[config.mk]
export PLATFORM = sky130hd
export DESIGN_NAME = amqp_frame_deframer
export DESIGN_NICKNAME = d
export VERILOG_FILES = /design/src/sv/amqpd_pkg.sv /design/src/sv/amqpd_front.sv /design/src/sv/amqpd_queue.sv /design/src/sv/amqp_frame_deframer.sv
export SDC_FILE = /design/constraint.sdc
export NUM_CORES = 1
export LEC_CHECK = 0
export BUFFER_PORTS_ARGS = -buffer_cell sky130_fd_sc_hd__buf_2
export CORE_MARGIN = 5
export CORE_UTILIZATION = 40
export CTS_CLUSTER_DIAMETER = 200
export CTS_CLUSTER_SIZE = 25
export DETAILED_ROUTE_END_ITERATION = 10
export HOLD_SLACK_MARGIN = 0.12
export SLEW_MARGIN = 10
export SYNTH_ARGS = -nofsm -noshare
export SYNTH_HDL_FRONTEND = slang
export SYNTH_SLANG_ARGS = --single-unit
[constraint.sdc]
create_clock -name clk -period 11.86 [get_ports clk]
set_clock_uncertainty 0.2 [all_clocks]
set_input_delay 2.372 -clock clk [delete_from_list [all_inputs] [get_ports clk]]
set_output_delay 2.372 -clock clk [all_outputs]
set_load 0.02 [all_outputs]
[src/sv/amqpd_pkg.sv]
`timescale 1ns / 1ps

package amqpd_pkg;

  localparam int unsigned HDR_BYTES   = 8;
  localparam int unsigned WORD_BYTES  = 4;
  localparam int unsigned QUEUE_DEPTH = 4;
  localparam int unsigned QPTR_W      = $clog2(QUEUE_DEPTH);
  localparam int unsigned QCNT_W      = $clog2(QUEUE_DEPTH + 1);

  typedef enum logic [1:0] {
    KIND_HEADER  = 2'd0,
    KIND_PAYLOAD = 2'd1,
    KIND_ERROR   = 2'd2
  } kind_t;

  localparam logic [1:0] ERR_NONE       = 2'd0;
  localparam logic [1:0] ERR_SIZE       = 2'd1;
  localparam logic [1:0] ERR_OFFSET     = 2'd2;

  typedef struct packed {
    kind_t       kind;
    logic [31:0] frame_size;
    logic [7:0]  frame_type;
    logic [15:0] channel_number;
    logic [31:0] payload_length;
    logic [7:0]  payload_byte;
    logic [1:0]  error_code;
    logic        last;
  } result_t;

endpackage

[src/sv/amqpd_front.sv]
`timescale 1ns / 1ps

module amqpd_front
  import amqpd_pkg::*;
(
  input  logic        clk,
  input  logic        rst,
  input  logic        cfg_write,
  input  logic [31:0] cfg_data,
  input  logic        take,
  input  logic [7:0]  data_byte,
  output logic        res_valid,
  output result_t     res
);

  logic [31:0] max_size;
  logic [31:0] pos;
  logic [31:0] pos_next;
  logic [31:0] size;
  logic [31:0] size_next;
  logic [31:0] size_m1;
  logic [31:0] size_m1_next;
  logic [9:0]  offset;
  logic [9:0]  offset_next;
  logic [7:0]  ftype;
  logic [7:0]  ftype_next;
  logic [15:0] chan;
  logic [15:0] chan_next;
  logic        err;
  logic        err_next;

  logic        in_hdr;
  logic [31:0] offset_w;
  logic        size_over;
  logic        off_bad;
  logic [31:0] plen;

  assign in_hdr    = (pos < 32'(HDR_BYTES));
  assign offset_w  = {22'd0, offset};
  assign size_over = (max_size != 32'd0) && (size > max_size);
  assign off_bad   = (offset < 10'(HDR_BYTES)) || (offset_w > size);
  assign plen      = size - offset_w;

  always_comb begin
    pos_next     = pos;
    size_next    = size;
    size_m1_next = size_m1;
    offset_next  = offset;
    ftype_next   = ftype;
    chan_next    = chan;
    err_next     = err;
    res_valid    = 1'b0;
    res.kind           = KIND_HEADER;
    res.frame_size     = size;
    res.frame_type     = ftype;
    res.channel_number = chan;
    res.payload_length = 32'd0;
    res.payload_byte   = 8'd0;
    res.error_code     = ERR_NONE;
    res.last           = 1'b0;
    if (take && !err) begin
      if (in_hdr) begin
        pos_next = pos + 32'd1;
        case (pos[2:0])
          3'd0: size_next = {data_byte, 24'd0};
          3'd1, 3'd2, 3'd3: size_next = {size[23:0], data_byte};
          3'd4: offset_next = {data_byte, 2'b00};
          3'd5: ftype_next = data_byte;
          3'd6: chan_next = {data_byte, 8'd0};
          3'd7: chan_next = {chan[15:8], data_byte};
          default: pos_next = pos;
        endcase
        if (pos[2:0] == 3'd7) begin
          // header complete: checks run on the captured size and offset
          res_valid          = 1'b1;
          res.channel_number = {chan[15:8], data_byte};
          size_m1_next       = size - 32'd1;
          if (size_over) begin
            err_next       = 1'b1;
            res.kind       = KIND_ERROR;
            res.error_code = ERR_SIZE;
          end else if (off_bad) begin
            err_next       = 1'b1;
            res.kind       = KIND_ERROR;
            res.error_code = ERR_OFFSET;
          end else if (plen == 32'd0) begin
            pos_next = 32'd0;
            res.last = 1'b1;
          end else begin
            res.payload_length = plen;
          end
        end
      end else if (pos < offset_w) begin
        pos_next = pos + 32'd1;
      end else begin
        res_valid        = 1'b1;
        res.kind         = KIND_PAYLOAD;
        res.payload_byte = data_byte;
        if (pos >= size_m1) begin
          pos_next = 32'd0;
          res.last = 1'b1;
        end else begin
          pos_next = pos + 32'd1;
        end
      end
    end
  end

  always_ff @(posedge clk) begin
    if (rst) begin
      max_size <= 32'd0;
      pos      <= 32'd0;
      err      <= 1'b0;
      size     <= 32'd0;
      size_m1  <= 32'd0;
      offset   <= 10'd0;
      ftype    <= 8'd0;
      chan     <= 16'd0;
    end else begin
      if (cfg_write) begin
        max_size <= cfg_data;
      end
      pos     <= pos_next;
      err     <= err_next;
      size    <= size_next;
      size_m1 <= size_m1_next;
      offset  <= offset_next;
      ftype   <= ftype_next;
      chan    <= chan_next;
    end
  end

endmodule

[src/sv/amqpd_queue.sv]
`timescale 1ns / 1ps

module amqpd_queue
  import amqpd_pkg::*;
(
  input  logic    clk,
  input  logic    rst,
  input  logic    push,
  input  result_t push_data,
  output logic    full,
  output logic    out_valid,
  input  logic    out_stall,
  output result_t out_data
);

  result_t             mem [QUEUE_DEPTH];
  logic [QPTR_W-1:0]   wr_ptr;
  logic [QPTR_W-1:0]   rd_ptr;
  logic [QCNT_W-1:0]   count;
  logic                pop;

  assign full      = (count == QCNT_W'(QUEUE_DEPTH));
  assign out_valid = (count != '0);
  assign pop       = out_valid && !out_stall;
  assign out_data  = mem[rd_ptr];

  always_ff @(posedge clk) begin
    if (push) begin
      mem[wr_ptr] <= push_data;
    end
  end

  always_ff @(posedge clk) begin
    if (rst) begin
      wr_ptr <= '0;
      rd_ptr <= '0;
      count  <= '0;
    end else begin
      if (push) begin
        wr_ptr <= (wr_ptr == QPTR_W'(QUEUE_DEPTH - 1)) ? '0 : wr_ptr + 1'b1;
      end
      if (pop) begin
        rd_ptr <= (rd_ptr == QPTR_W'(QUEUE_DEPTH - 1)) ? '0 : rd_ptr + 1'b1;
      end
      case ({push, pop})
        2'b10:   count <= count + 1'b1;
        2'b01:   count <= count - 1'b1;
        default: count <= count;
      endcase
    end
  end

endmodule

[src/sv/amqp_frame_deframer.sv]
`timescale 1ns / 1ps
// Byte-stream deframer for AMQP 1.0 frames.
// Input channel: one stream byte per transfer on data_byte (in_valid/in_stall).
// Output channel: one result per transfer (out_valid/out_stall): a header
// result after the eighth header byte, one result per payload byte with last
// on the frame's final byte, or a single error result. Extended header bytes
// and every byte after an error give no result.
// cfg_write/cfg_data set the maximum frame size (zero means no limit); write
// it only while no transfer is in flight.
// Throughput: one byte per cycle while in_stall is low; the parser's position
// counter handles each byte as it is taken. A result is written into a 4-entry
// queue when its byte is taken and is shown on the output once it is the head.
// When the receiver stalls, results collect in the queue; in_stall rises once
// the queue is full and falls as soon as an entry leaves.
// Reset (rst, synchronous) clears the queue, the error latch, the position
// counter and the size limit; the next byte is taken as a frame start.

module amqp_frame_deframer
  import amqpd_pkg::*;
(
  input  logic        clk,
  input  logic        rst,
  input  logic        cfg_write,
  input  logic [31:0] cfg_data,
  input  logic        in_valid,
  output logic        in_stall,
  input  logic [7:0]  data_byte,
  output logic        out_valid,
  input  logic        out_stall,
  output logic [1:0]  kind,
  output logic [31:0] frame_size,
  output logic [7:0]  frame_type,
  output logic [15:0] channel_number,
  output logic [31:0] payload_length,
  output logic [7:0]  payload_byte,
  output logic [1:0]  error_code,
  output logic        last
);

  logic    full;
  logic    take;
  logic    res_valid;
  result_t res;
  result_t head;

  assign in_stall = full;
  assign take     = in_valid && !full;

  amqpd_front u_front (
    .clk       (clk),
    .rst       (rst),
    .cfg_write (cfg_write),
    .cfg_data  (cfg_data),
    .take      (take),
    .data_byte (data_byte),
    .res_valid (res_valid),
    .res       (res)
  );

  amqpd_queue u_queue (
    .clk       (clk),
    .rst       (rst),
    .push      (res_valid),
    .push_data (res),
    .full      (full),
    .out_valid (out_valid),
    .out_stall (out_stall),
    .out_data  (head)
  );

  assign kind           = head.kind;
  assign frame_size     = head.frame_size;
  assign frame_type     = head.frame_type;
  assign channel_number = head.channel_number;
  assign payload_length = head.payload_length;
  assign payload_byte   = head.payload_byte;
  assign error_code     = head.error_code;
  assign last           = head.last;

endmodule

== Word-level counts from Yosys, hierarchy flattened ==
Memory sizes are Yosys's and may differ from the RTL's. A register that Yosys moved wholly into a read port is not among the register bits.
Index checks and enable logic that the tools add are counted.

* Bits in writable memories: 404
* Flip-flop bits (word level): 168
* Input port bits: 45
* Logic and storage cells: 108
* Output and inout bits: 103
* Memories: 1

{| class="wikitable"
|+ Memories
! memory !! words !! bits a word !! rd ports !! clocked after Yosys merged registers in !! wr ports !! line !! source
|-
| u_queue.mem || 4 || 101 || 1 || 1 || 1 || amqpd_queue.sv:16 || <nowiki>result_t mem [QUEUE_DEPTH];</nowiki>
|}

* Add/sub/neg operators: 7
* Magnitude comparators: 6
* Reduce and logical (&&, ||, !) cells: 24
* Bitwise logic cells: 1
* Mux-type cells: 45
* Equality and inequality tests: 12

{| class="wikitable"
|+ Operator list
! kind !! count
|-
| $mux 32 || 10
|-
| $mux 40 || 2
|-
| $pmux 32 s2 || 1
|-
| $mux 51 || 1
|-
| $add 32x1->32 const B || 1
|-
| $ge 32x32->1 || 1
|-
| $gt 10x32->1 || 1
|-
| $gt 32x32->1 || 1
|-
| $logic_not 32->1 || 1
|-
| $lt 32x10->1 || 1
|-
| $lt 32x4->1 const B || 1
|-
| $pmux 16 s2 || 1
|-
| $reduce_bool 32->1 || 1
|-
| $sub 32x1->32 const B || 1
|-
| $sub 32x10->32 || 1
|-
| $mux 2 || 11
|-
| $mux 8 || 2
|-
| $eq 3x3->1 const B || 5
|-
| $mux 1 || 15
|-
| $reduce_and 3->1 || 5
|-
| $lt 10x4->1 const B || 1
|-
| $reduce_and 4->1 || 2
|-
| $reduce_bool 2->1 || 4
|-
| $eq 2x2->1 const B || 3
|-
| other kinds (15) || 22
|}

== Depth between registers and ports, before layout ==
Gate-level depths: netlist (run 1).

* Depth in word-level cells: 8
* Mapped depth: 14
* Mapped depth without buffers: 14

== Hierarchy ==
Synthesis (run 1) repeated with hierarchy kept, for this count alone.

* Cell total of the unflattened synthesis: 1818
* Area total of the unflattened synthesis: 24922.7 um^2

{| class="wikitable"
|+ By module, submodules not included
! module !! area an instance (um^2) !! cells each !! sequential area each (um^2) !! times used
|-
| amqpd_queue || 15033.2 || 577 || 12311.8 || 1
|-
| amqpd_front || 9875.7 || 1240 || 3223.1 || 1
|-
| amqp_frame_deframer || 13.8 || 1 || 0.0 || 1
|}

== Worst setup path after synthesis (run 1) ==
Ideal clock, no wire load.

* Kind: in2reg
* From: in in_valid
* To: mem u_queue.mem[0][0] in the netlist's numbering, enable pin
* Required time: 11.086 ns
* Path slack: 3.101 ns
* Setup time: 0.574 ns
* Path buffers: 2
* Cell stages on the path: 8
* Data arrival time: 7.985 ns
* Cells stage by stage: nand2b_1 nor2_1 and4_1 clkbuf_1 and2_1 clkbuf_2 nor2_1 nor2b_1

* Cells in the longest elaborated chain, start to end: 5

{| class="wikitable"
|+ Ends and longest elaborated chain
! item !! line !! source
|-
| from (decl) || amqp_frame_deframer.sv:25 || <nowiki>input logic in_valid,</nowiki>
|-
| $logic_and 1x1->1 || amqp_frame_deframer.sv:47 || <nowiki>assign take = in_valid && !full;</nowiki>
|-
| $logic_and 1x1->1 || amqpd_front.sv:61 || <nowiki>if (take && !err) begin</nowiki>
|-
| $mux 1 || amqpd_front.sv:61 ||
|-
| $mux 1 || amqpd_queue.sv:28 || <nowiki>if (push) begin</nowiki>
|-
| $mux 1 (not written as such) || amqpd_queue.sv:29 || <nowiki>mem[wr_ptr] <= push_data;</nowiki>
|-
| to (decl) || amqpd_queue.sv:16 ||
|}

Every way passes these cells.

== Final worst setup path (run 1) ==
* From: in in_valid
* To: mem u_queue.mem[0][10] in the netlist's numbering, enable pin

Same word-level chain as after synthesis.

==> results.json, run 1 <==
{
  "port_buffers": 147,
  "finalSetupViolCount": 0,
  "leakage_uw": 0.00915,
  "yosysSeqAreaShare_pct": 63.0,
  "ys.flop_type": "edfxtp_1",
  "grt_setup_unrepaired": "no",
  "die_h_um": 258,
  "synth_area_per_cell_sq_um": 13.8,
  "netlist.area_leader.share_pct": 49.2,
  "antenna_found_initial": 0,
  "ys_top_cells_by_count": "edfxtp_1 (404), nor2_1 (206), dfxtp_1 (170)",
  "clockPowerShare_pct": 29.7,
  "worstPathArrival_ns": 6.13,
  "grt.total_usage_pct": 17.8,
  "drt_iter0_markers": 1156,
  "areaGrowthSynthToFinish_pct": 9.81,
  "async_flop_share_pct": 0,
  "drcViolationCount": 0,
  "synth_enable_flop_cells": 404,
  "seqPwrFrac_pct": 61.8,
  "max_freq_mhz": 164,
  "fin_setup_tns_ns": 0,
  "cts.clk_slew.worst_paths_ns": 0.10,
  "post-place-ws_ns": 5.05,
  "internal-power_uw": 2680,
  "dpl_cell_area_sq_um": 26300,
  "cts_buffer_depth": 3,
  "yosysWarnings": 0,
  "cts_inserted_buffers": 26,
  "synth_fp_nets": 1930,
  "core_area_sq_um": 61400,
  "synth_most_common_cell": "edfxtp_1",
  "crit_path_frequent_cell": "buf_4",
  "ys_types": 62,
  "die_area_sq_um": 66700,
  "rows": 91,
  "dieWidth_um": 258,
  "powerDensity_nw_per_um2": 129,
  "fin_ws_ns": 5.76,
  "cts_root_buf": "clkbuf_16",
  "gp_congestion": 0.864,
  "diodes": 0,
  "place_hpwl_mm": 41.6,
  "synthTopCellsByArea": "edfxtp_1 (49%), dfxtp_1 (14%), mux4_2 (9.2%)",
  "status": "finished clean",
  "grt_pass1_vias": 14700,
  "tritoncts": "built",
  "io_pins": 148,
  "clkLatencyLatePin_ns": 0.60,
  "switching_share_pct": 23.3,
  "slew_headroom_pct": 16.8,
  "p_sw_uw": 815,
  "grt_overflow": 0,
  "grt_max_degree": 93,
  "syn-cell-area_sq_um": 24700,
  "fin_hold_ws_ns": 0.264,
  "ant_nets": 0,
  "wl_per_cell_um": 22.6,
  "finalHoldViolCount": 0,
  "via_per_inst": 5.51,
  "worstPathMaxFanout": 45,
  "final_cells": 2717,
  "tightest_slew_ns": 1.24,
  "grt_pass1_wl_mm": 92.7,
  "yosysTopAreaCell": "edfxtp_1",
  "initial_core_util_pct": 40.2,
  "drt_wl_total_mm": 61.5,
  "dp_cells": 2669,
  "startpoint_type": "input port",
  "finalCritPeriodShare_pct": 51.4,
  "post_cts_buffers": 0,
  "cts-hold-fix-buffers": 0,
  "fin_area_sq_um": 27100,
  "worstPathRequired_ns": 11.89,
  "vias": 15000,
  "ys_ff_latch": 574,
  "cp_cell_sequence": "buf_2 > nand2b_1 > nor2_1 > and3_1 > a22o_1 > nor2_1 > buf_4 > nor2b_4 > buf_4 > buf_4",
  "h-tree-depth": 1,
  "critPathKind": "input port to flip-flop",
  "critical-path-max-stage-delay_ns": 0.75,
  "vdd_ir_drop_max_uv": 99.9,
  "dr.pass1.iters": 6,
  "cts_sinks": 574,
  "layout-drive-gt1-share_pct": 17.1,
  "cts_resized": 0,
  "synthCells": 1791,
  "hp-class": "flip-flop to flip-flop",
  "slew_violations": 0,
  "cpMaxStageDelayCell": "nor2b_4",
  "nets": 2046,
  "fin_crit_ns": 6.10,
  "maxCapViolations": 0,
  "p_comb_share_pct": 8.5,
  "end_kind": "flip-flop",
  "nFillCells": 5462
}
==> flip-flops by register name, summed over array words and instances, names as in the netlist, 2 cells and up, named ones only <==
name              count
u_queue.mem         404
u_front.max_size     32
u_front.pos          32
u_front.size         32
u_front.size_m1      32
u_front.chan         16
u_front.ftype         8
u_front.offset        8
u_queue.count         3
u_queue.rd_ptr        2
u_queue.wr_ptr        2
==> stage by stage <==
step / power, uW / util [%]
2_1_floorplan: 2400 / -
3_3_place_gp: 2490 / 42.9
3_5_place_dp: 2500 / 42.9
4_1_cts: 3520 / 44.1
5_1_grt: 3620 / 44.1
6_report: 3500 / 44.1
==> final timing paths <==
path / slack [ns] / start / cells after the start / to
min reg2reg: 0.26 / u_front.chan[0] / 2 / u_front.chan[0]
max reg2reg: 6.84 / u_front.pos[28] / 10 / u_queue.mem[0][10]
max: 5.76 / in_valid / 10 / u_queue.mem[0][10]
min: 0.26 / u_front.chan[0] / 2 / u_front.chan[0]
==> power groups by stage <==
stage                     sequential (uW)  clock (uW)  combinational, uW
after floorplan                      2190           0                203
after global placement               2210           0                288
after detailed placement             2210           0                291
after CTS                            2160        1070                293
after global routing                 2160        1140                322
final                                2160        1040                296
==> cell families after synthesis <==
family                     share of synthesized area, %
adders and majority gates                          4.83
and+or+nand+nor                                    10.1
xor gates and xnor gates                           2.98
buffers and inverters                              2.81
muxes                                              11.4
AOI/OAI and AO/OA                                  4.93
DFF                                                63.0
==> cell usage in the layout, fill, tap and decap left out, types with 7 or more instances in the layout <==
| cell | Yosys | routed |
|---|---|---|
| nor2b_1 | 13 | 9 |
| nand2_1 | 95 | 95 |
| a211oi_1 | 38 | 38 |
| a22oi_1 | 24 | 24 |
| clkbuf_1 | 63 | 20 |
| inv_1 | 89 | 89 |
| buf_2 | 5 | 146 |
| clkbuf_16 | 0 | 27 |
| and2_1 | 15 | 14 |
| nor2_1 | 206 | 206 |
| nor3_1 | 25 | 25 |
| xnor2_1 | 49 | 49 |
| nand4_1 | 24 | 24 |
| edfxtp_1 | 404 | 404 |
| a21oi_1 | 60 | 60 |
| mux2i_1 | 54 | 54 |
| and3_1 | 16 | 16 |
| nand2b_1 | 7 | 7 |
| ha_1 | 92 | 92 |
| mux4_2 | 101 | 101 |
| dfxtp_1 | 170 | 168 |
| nor4_1 | 33 | 33 |
| or3_1 | 17 | 17 |
| a21o_1 | 8 | 8 |
| buf_4 | 1 | 34 |
| nand3_1 | 41 | 41 |
| o21ai_0 | 25 | 25 |
| xor2_1 | 35 | 35 |
==> per-layer routing <==
metal	up-vias	GRT usage [%]	part of all wire (%)	wire (um)
li1	6891	-	-	-
met3	74	1.52	4.5	2760
met5	-	0	0	0
met2	396	30.4	49	30400
met4	0	4.94	2.9	1760
met1	7614	24.9	43	26600
==> final cells by class <==
class                           instances  area (sq um)  area share [%]
Sequential cell                       574         15500            57.4
Clock buffer                           48           756            2.79
Inverter                               89           334            1.23
Multi-Input combinational cell       1036          8480            31.3
Timing Repair Buffer                  180           986            3.64
Tap cell                              790           988            3.65
==> critical path: cells and delay by family <==
kind / cells / cell delay, ns
AOI/OAI and AO/OA: 1 / 0.47
and+or+nand+nor: 5 / 1.65
buffers and inverters: 4 / 1.57
Note: power is estimated with default switching activity, not from simulation.
==> run 2: changes to the inputs <==
- ABC_AREA: default -> 1
- clock period: 11.86 -> 5.9 ns (I/O delays scaled with it)
==> results.json, run 2 <==
{
  "ys_top_cells_by_count": "edfxtp_1 (404), nor2_1 (360), o21ai_0 (324)",
  "grt.total_usage_pct": 19.5,
  "drcViolationCount": 0,
  "synth_most_common_cell": "edfxtp_1",
  "synth_area_per_cell_sq_um": 9.90,
  "worstReg2RegStart": "u_front.size[2]",
  "yosys-mux-area-fraction_pct": 0,
  "yosysSeqAreaShare_pct": 59.8,
  "seqPwrFrac_pct": 49.2,
  "worstPathArrival_ns": 3.07,
  "antenna_found_initial": 7,
  "met3_usage_pct": 3.11,
  "hp-class": "flip-flop to flip-flop",
  "cts_resized": 0,
  "vias": 19300,
  "finalHoldViolCount": 0,
  "clkLatencyLatePin_ns": 0.61,
  "yosysTopAreaCell": "edfxtp_1",
  "largest_register_ffs": 404,
  "syn-cell-area_sq_um": 26000,
  "final_cells": 3588,
  "startpoint_type": "flip-flop",
  "worstPathRequired_ns": 4.52,
  "tritoncts": "built",
  "synth-simple-area-share_pct": 15.7,
  "die_h_um": 265,
  "post-place-ws_ns": 1.43,
  "grt_pass1_wl_mm": 109,
  "h-tree-depth": 1,
  "areaGrowthSynthToFinish_pct": 8.84,
  "nets": 2847,
  "cts_sinks": 574,
  "fin_ws_ns": 1.45,
  "dp_cells": 3535,
  "powerDensity_nw_per_um2": 320,
  "largest_register": "u_queue.mem",
  "grt_max_degree": 102,
  "min_from": "u_front.size_m1[3]",
  "final_util_pct": 43.9,
  "finalCritPeriodShare_pct": 75.4,
  "via_per_inst": 5.37,
  "cts-hold-fix-buffers": 0,
  "fin_crit_ns": 4.45,
  "leakage_uw": 0.0104,
  "drt_wl_total_mm": 71.0,
  "layout_commonest_cell": "edfxtp_1",
  "critical-path-max-stage-delay_ns": 0.89,
  "dieWidth_um": 265,
  "ys_types": 50,
  "cp_cell_sequence": "buf_4 > o21ai_0 > o22ai_1 > buf_2",
  "synth_enable_flop_cells": 404,
  "status": "finished clean",
  "synthCells": 2625,
  "maxCapViolations": 0,
  "io_pins": 148,
  "use_met2_pct": 32.5,
  "slew_headroom_pct": 26.0,
  "wl_per_cell_um": 19.8,
  "cts_inserted_buffers": 26,
  "slew_violations": 0,
  "holdPathStages": 2,
  "cts_buffer_depth": 3,
  "switching_share_pct": 35.0,
  "internal-power_uw": 5880,
  "synth-compound-area-share_pct": 13.1,
  "grt_setup_unrepaired": "no",
  "rows": 93,
  "max_freq_mhz": 225,
  "die_area_sq_um": 70200,
  "ant_nets": 0,
  "synthAdderAreaFrac_pct": 4.58,
  "drt_iter0_markers": 1732,
  "netlist.area_leader.share_pct": 46.7,
  "vdd_ir_drop_max_uv": 289,
  "grt_pass1_vias": 18700,
  "yosysWarnings": 0,
  "ys.flop_type": "edfxtp_1",
  "tightest_slew_ns": 1.11,
  "initial_core_util_pct": 40.3,
  "fin_hold_ws_ns": 0.266,
  "synthXorXnorAreaFrac_pct": 1.31,
  "worstPathMaxFanout": 62,
  "busiest_layer": "met2",
  "cts_root_buf": "clkbuf_16",
  "ys_ff_latch": 574,
  "synth_fp_nets": 2764,
  "cts.clk_slew.worst_paths_ns": 0.10,
  "port_buffers": 147,
  "p_comb_share_pct": 27.8,
  "gp_congestion": 0.949,
  "grt_overflow": 0,
  "synthTopCellsByArea": "edfxtp_1 (47%), dfxtp_1 (13%), o21ai_0 (6.2%)",
  "layout-drive-gt1-share_pct": 10.9,
  "core_area_sq_um": 64500,
  "end_kind": "output port",
  "post_cts_buffers": 0,
  "finalSetupViolCount": 0,
  "place_hpwl_mm": 46.9,
  "synth_top_family_by_area": "simple AND/OR/NAND/NOR gates",
  "dr.pass1.iters": 7,
  "critPathKind": "flip-flop to output port",
  "p_sw_uw": 3160,
  "cpMaxStageDelayCell": "dfxtp_2",
  "fin_setup_tns_ns": 0,
  "ff2ff_path_depth": 16,
  "async_flop_share_pct": 0,
  "clockPowerShare_pct": 23.0,
  "grt_use_met1_pct": 26.3,
  "layout_common_cells": "edfxtp_1 (404), nor2_1 (356), o21ai_0 (324)"
}
-- run 2: cell count changes after synthesis, moves of 36 or more --
| cell | delta |
|---|---|
| xnor2_1 | -41 |
| mux2i_1 | -54 |
| inv_1 | +129 |
| a211oi_1 | -36 |
| mux4_2 | -101 |
| o21ai_0 | +299 |
| o22ai_1 | +101 |
| nor2_2 | +38 |
| a21oi_1 | +119 |
| nor2_1 | +154 |
| nand3_1 | +57 |
| nand2_1 | +202 |
-- run 2: path summary, 6_finish.rpt --
| kind | endpoint | slack (ns) |
|---|---|---|
| max | payload_length[31] | 1.45 |
| min | u_front.size_m1[3] | 0.27 |
| min reg2reg | u_front.size_m1[3] | 0.27 |
| max reg2reg | u_queue.mem[0][41] | 1.82 |
-- run 2: power by group through the flow --
stage / clock (uW) / combinational (uW) / sequential, uW
finish: 2080 / 2510 / 4450
global route: 2280 / 2770 / 4460
CTS: 2130 / 2530 / 4450
detailed placement: 0 / 2530 / 4540
global placement: 0 / 2490 / 4540
floorplan: 0 / 1710 / 4450
-- run 2: per-layer routing --
metal	wire length, um	share of wire, %
met5	48	0.068
met2	33500	47
met1	30500	43
met4	2230	3.1
met3	4730	6.7
-- run 2: logic make-up (layout without fill, tap and decap cells) --
group	Yosys count	after routing
compound gates	640	640
flops	574	574
fa+ha+maj	94	94
xor+xnor	39	39
other cells	0	5
buf+inv	356	459
simple gates	922	922
-- run 2: worst max-delay path, delay by kind of cell, from the launching register on --
family,cells,cell delay [ns]
flip-flops,1,0.89
buffers and inverters,2,0.93
AO/OA/AOI/OAI,2,0.57
-- run 2: final cells by class --
type                    count  area, sq um
clock buffers              47          729
clock inverters             1         16.3
flip-flops and latches    574        15500
repair buffers            179         1000
fillers                  6120        36200
diodes                      5         12.5
multi-input cells        1695         9050
well taps                 855         1070
inverters                 232          873
-- run 2: through the flow --
step / power (uW) / instance area, sq um
final: 9040 / 28300
after detailed placement: 7070 / 27500
after global placement: 7030 / 27500
after global routing: 9500 / 28300
after floorplan: 6160 / 26000
after CTS: 9110 / 28300
==> run 3: changes to the inputs <==
- ABC_AREA: 1 -> 0
- clock period: 5.9 -> 4.5 ns (I/O delays scaled with it)
==> results.json, run 3 (synthesized netlist as in run 1, its figures left out) <==
{
  "status": "finished clean",
  "post_cts_buffers": 0,
  "cp_cell_sequence": "inv_1 > ha_1 > fa_1 > nand2b_1 > a211oi_1 > a21o_1 > or2_1 > o31a_1 > nand3_2 > nor4_1 > buf_4 > o21bai_1",
  "critPathKind": "flip-flop to flip-flop",
  "vdd_ir_drop_max_uv": 256,
  "worstPathArrival_ns": 4.22,
  "io_pins": 148,
  "maxCapViolations": 0,
  "seqPwrFrac_pct": 61.5,
  "leakage_uw": 0.00931,
  "place_hpwl_mm": 41.6,
  "finalPower_uw": 9210,
  "drt_iter0_markers": 1231,
  "p_comb_share_pct": 8.8,
  "startpoint_type": "flip-flop",
  "cts_inserted_buffers": 26,
  "grt_setup_unrepaired": "no",
  "largest_register_ffs": 404,
  "core_area_sq_um": 61400,
  "worstPathMaxFanout": 9,
  "grt.total_usage_pct": 18.3,
  "tritoncts": "built",
  "worstPathRequired_ns": 4.68,
  "finalHoldViolCount": 0,
  "switching_share_pct": 23.2,
  "grt_pass1_vias": 15400,
  "areaGrowthSynthToFinish_pct": 11.1,
  "layout_commonest_cell": "edfxtp_1",
  "p_sw_uw": 2140,
  "ant_nets": 0,
  "port_buffers": 147,
  "grt_overflow": 0,
  "grt_max_degree": 110,
  "diodes": 0,
  "vias": 15100,
  "cts_sinks": 574,
  "antenna_found_initial": 0,
  "wl_per_cell_um": 22.6,
  "cp_num_buf_inv": 2,
  "initial_core_util_pct": 40.2,
  "die_h_um": 258,
  "cp_top_family": "simple AND/OR/NAND/NOR gates",
  "clkLatencyLatePin_ns": 0.61,
  "grt_pass1_wl_mm": 95.5,
  "layout_common_cells": "edfxtp_1 (404), nor2_1 (206), dfxtp_1 (168)",
  "finalCritPeriodShare_pct": 89.9,
  "fin_crit_ns": 4.04,
  "multi_input_area_sq_um": 8480,
  "cts-hold-fix-buffers": 0,
  "slew_headroom_pct": 31.7,
  "via_per_inst": 5.51,
  "cpMaxStageDelayCell": "nor4_1",
  "cts_buffer_depth": 3,
  "die_area_sq_um": 66700,
  "max_freq_mhz": 247,
  "tightest_slew_ns": 1.02,
  "largest_register": "u_queue.mem",
  "dieWidth_um": 258,
  "internal-power_uw": 7070,
  "final_util_pct": 44.7,
  "cts_resized": 0,
  "nFillCells": 5456,
  "nets": 2069,
  "regArea_sq_um": 15500,
  "cts_root_buf": "clkbuf_16",
  "drcViolationCount": 0,
  "gp_congestion": 0.892,
  "critical-path-max-stage-delay_ns": 0.55,
  "dr.pass1.iters": 5,
  "clockPowerShare_pct": 29.6,
  "slew_violations": 0,
  "cts.clk_slew.worst_paths_ns": 0.10,
  "h-tree-depth": 1,
  "powerDensity_nw_per_um2": 336,
  "rows": 91,
  "finalSetupViolCount": 0,
  "drt_wl_total_mm": 61.9,
  "layout-drive-gt1-share_pct": 18.1,
  "end_kind": "flip-flop",
  "hp-class": "flip-flop to flip-flop"
}
==> run 3: changes by cell type in the layout (fill, tap and decap cells not counted), sizes merged, moves of 41 or more <==
cell   change
a21oi    -120
inv      -139
mux2i     +54
mux4     +101
nand2    -214
nand3     -57
nor2     -202
o21ai    -304
o22ai    -101
xnor2     +41
==> run 3: routing by layer <==
metal  track usage [%]  vias to the layer above  share of wire (%)
li1                  -                     6930                  -
met1              24.8                     7713                 43
met2              32.2                      367                 51
met3              1.84                       80                4.6
met4              4.43                        0                2.4
met5                 0                        -                  0
==> run 3: worst min-delay path: stages, from the launching register on <==
cell,delay (ns)
dfxtp_1,0.32
nand2_1,0.05
a21oi_1,0.05
==> run 3: power by group through the flow <==
stage / combinational (uW) / sequential [uW] / clock [uW]
2_1_floorplan: 536 / 5780 / 0
3_3_place_gp: 793 / 5790 / 0
3_5_place_dp: 801 / 5790 / 0
4_1_cts: 803 / 5670 / 2810
5_1_grt: 883 / 5680 / 3010
6_report: 811 / 5670 / 2730
==> run 3: layout make-up <==
| cell class | instances | area share, % |
|---|---|---|
| Clock buffer | 48 | 2.75 |
| Inverter | 89 | 1.22 |
| Multi-Input combinational cell | 1036 | 30.9 |
| Sequential cell | 574 | 56.7 |
| Tap cell | 790 | 3.61 |
| Timing Repair Buffer | 203 | 4.78 |
==> run 3: worst paths after layout <==
path                     start           endpoint  slack [ns]  depth (start not counted)
max            u_front.size[2]  u_queue.mem[2][0]        0.46                         12
min          u_front.offset[9]  u_front.offset[9]        0.27                          2
max reg2reg    u_front.size[2]  u_queue.mem[2][0]        0.46                         12
min reg2reg  u_front.offset[9]  u_front.offset[9]        0.27                          2
==> run 3: per-stage QoR <==
step / std cells / setup WS (ns) / instance area [sq um] / setup TNS (ns) / hold slack, ns
3_5_place_dp: 2692 / 0.535 / 26700 / 0 / 0.248
4_1_cts: 2740 / 0.492 / 27400 / 0 / 0.263
3_3_place_gp: 2692 / 0.546 / 26700 / 0 / 0.242
2_1_floorplan: 1791 / -0.855 / 24700 / -345.58 / 0.231
5_1_grt: 2740 / 0.160 / 27400 / 0 / 0.290
6_report: 2740 / 0.457 / 27400 / 0 / 0.266
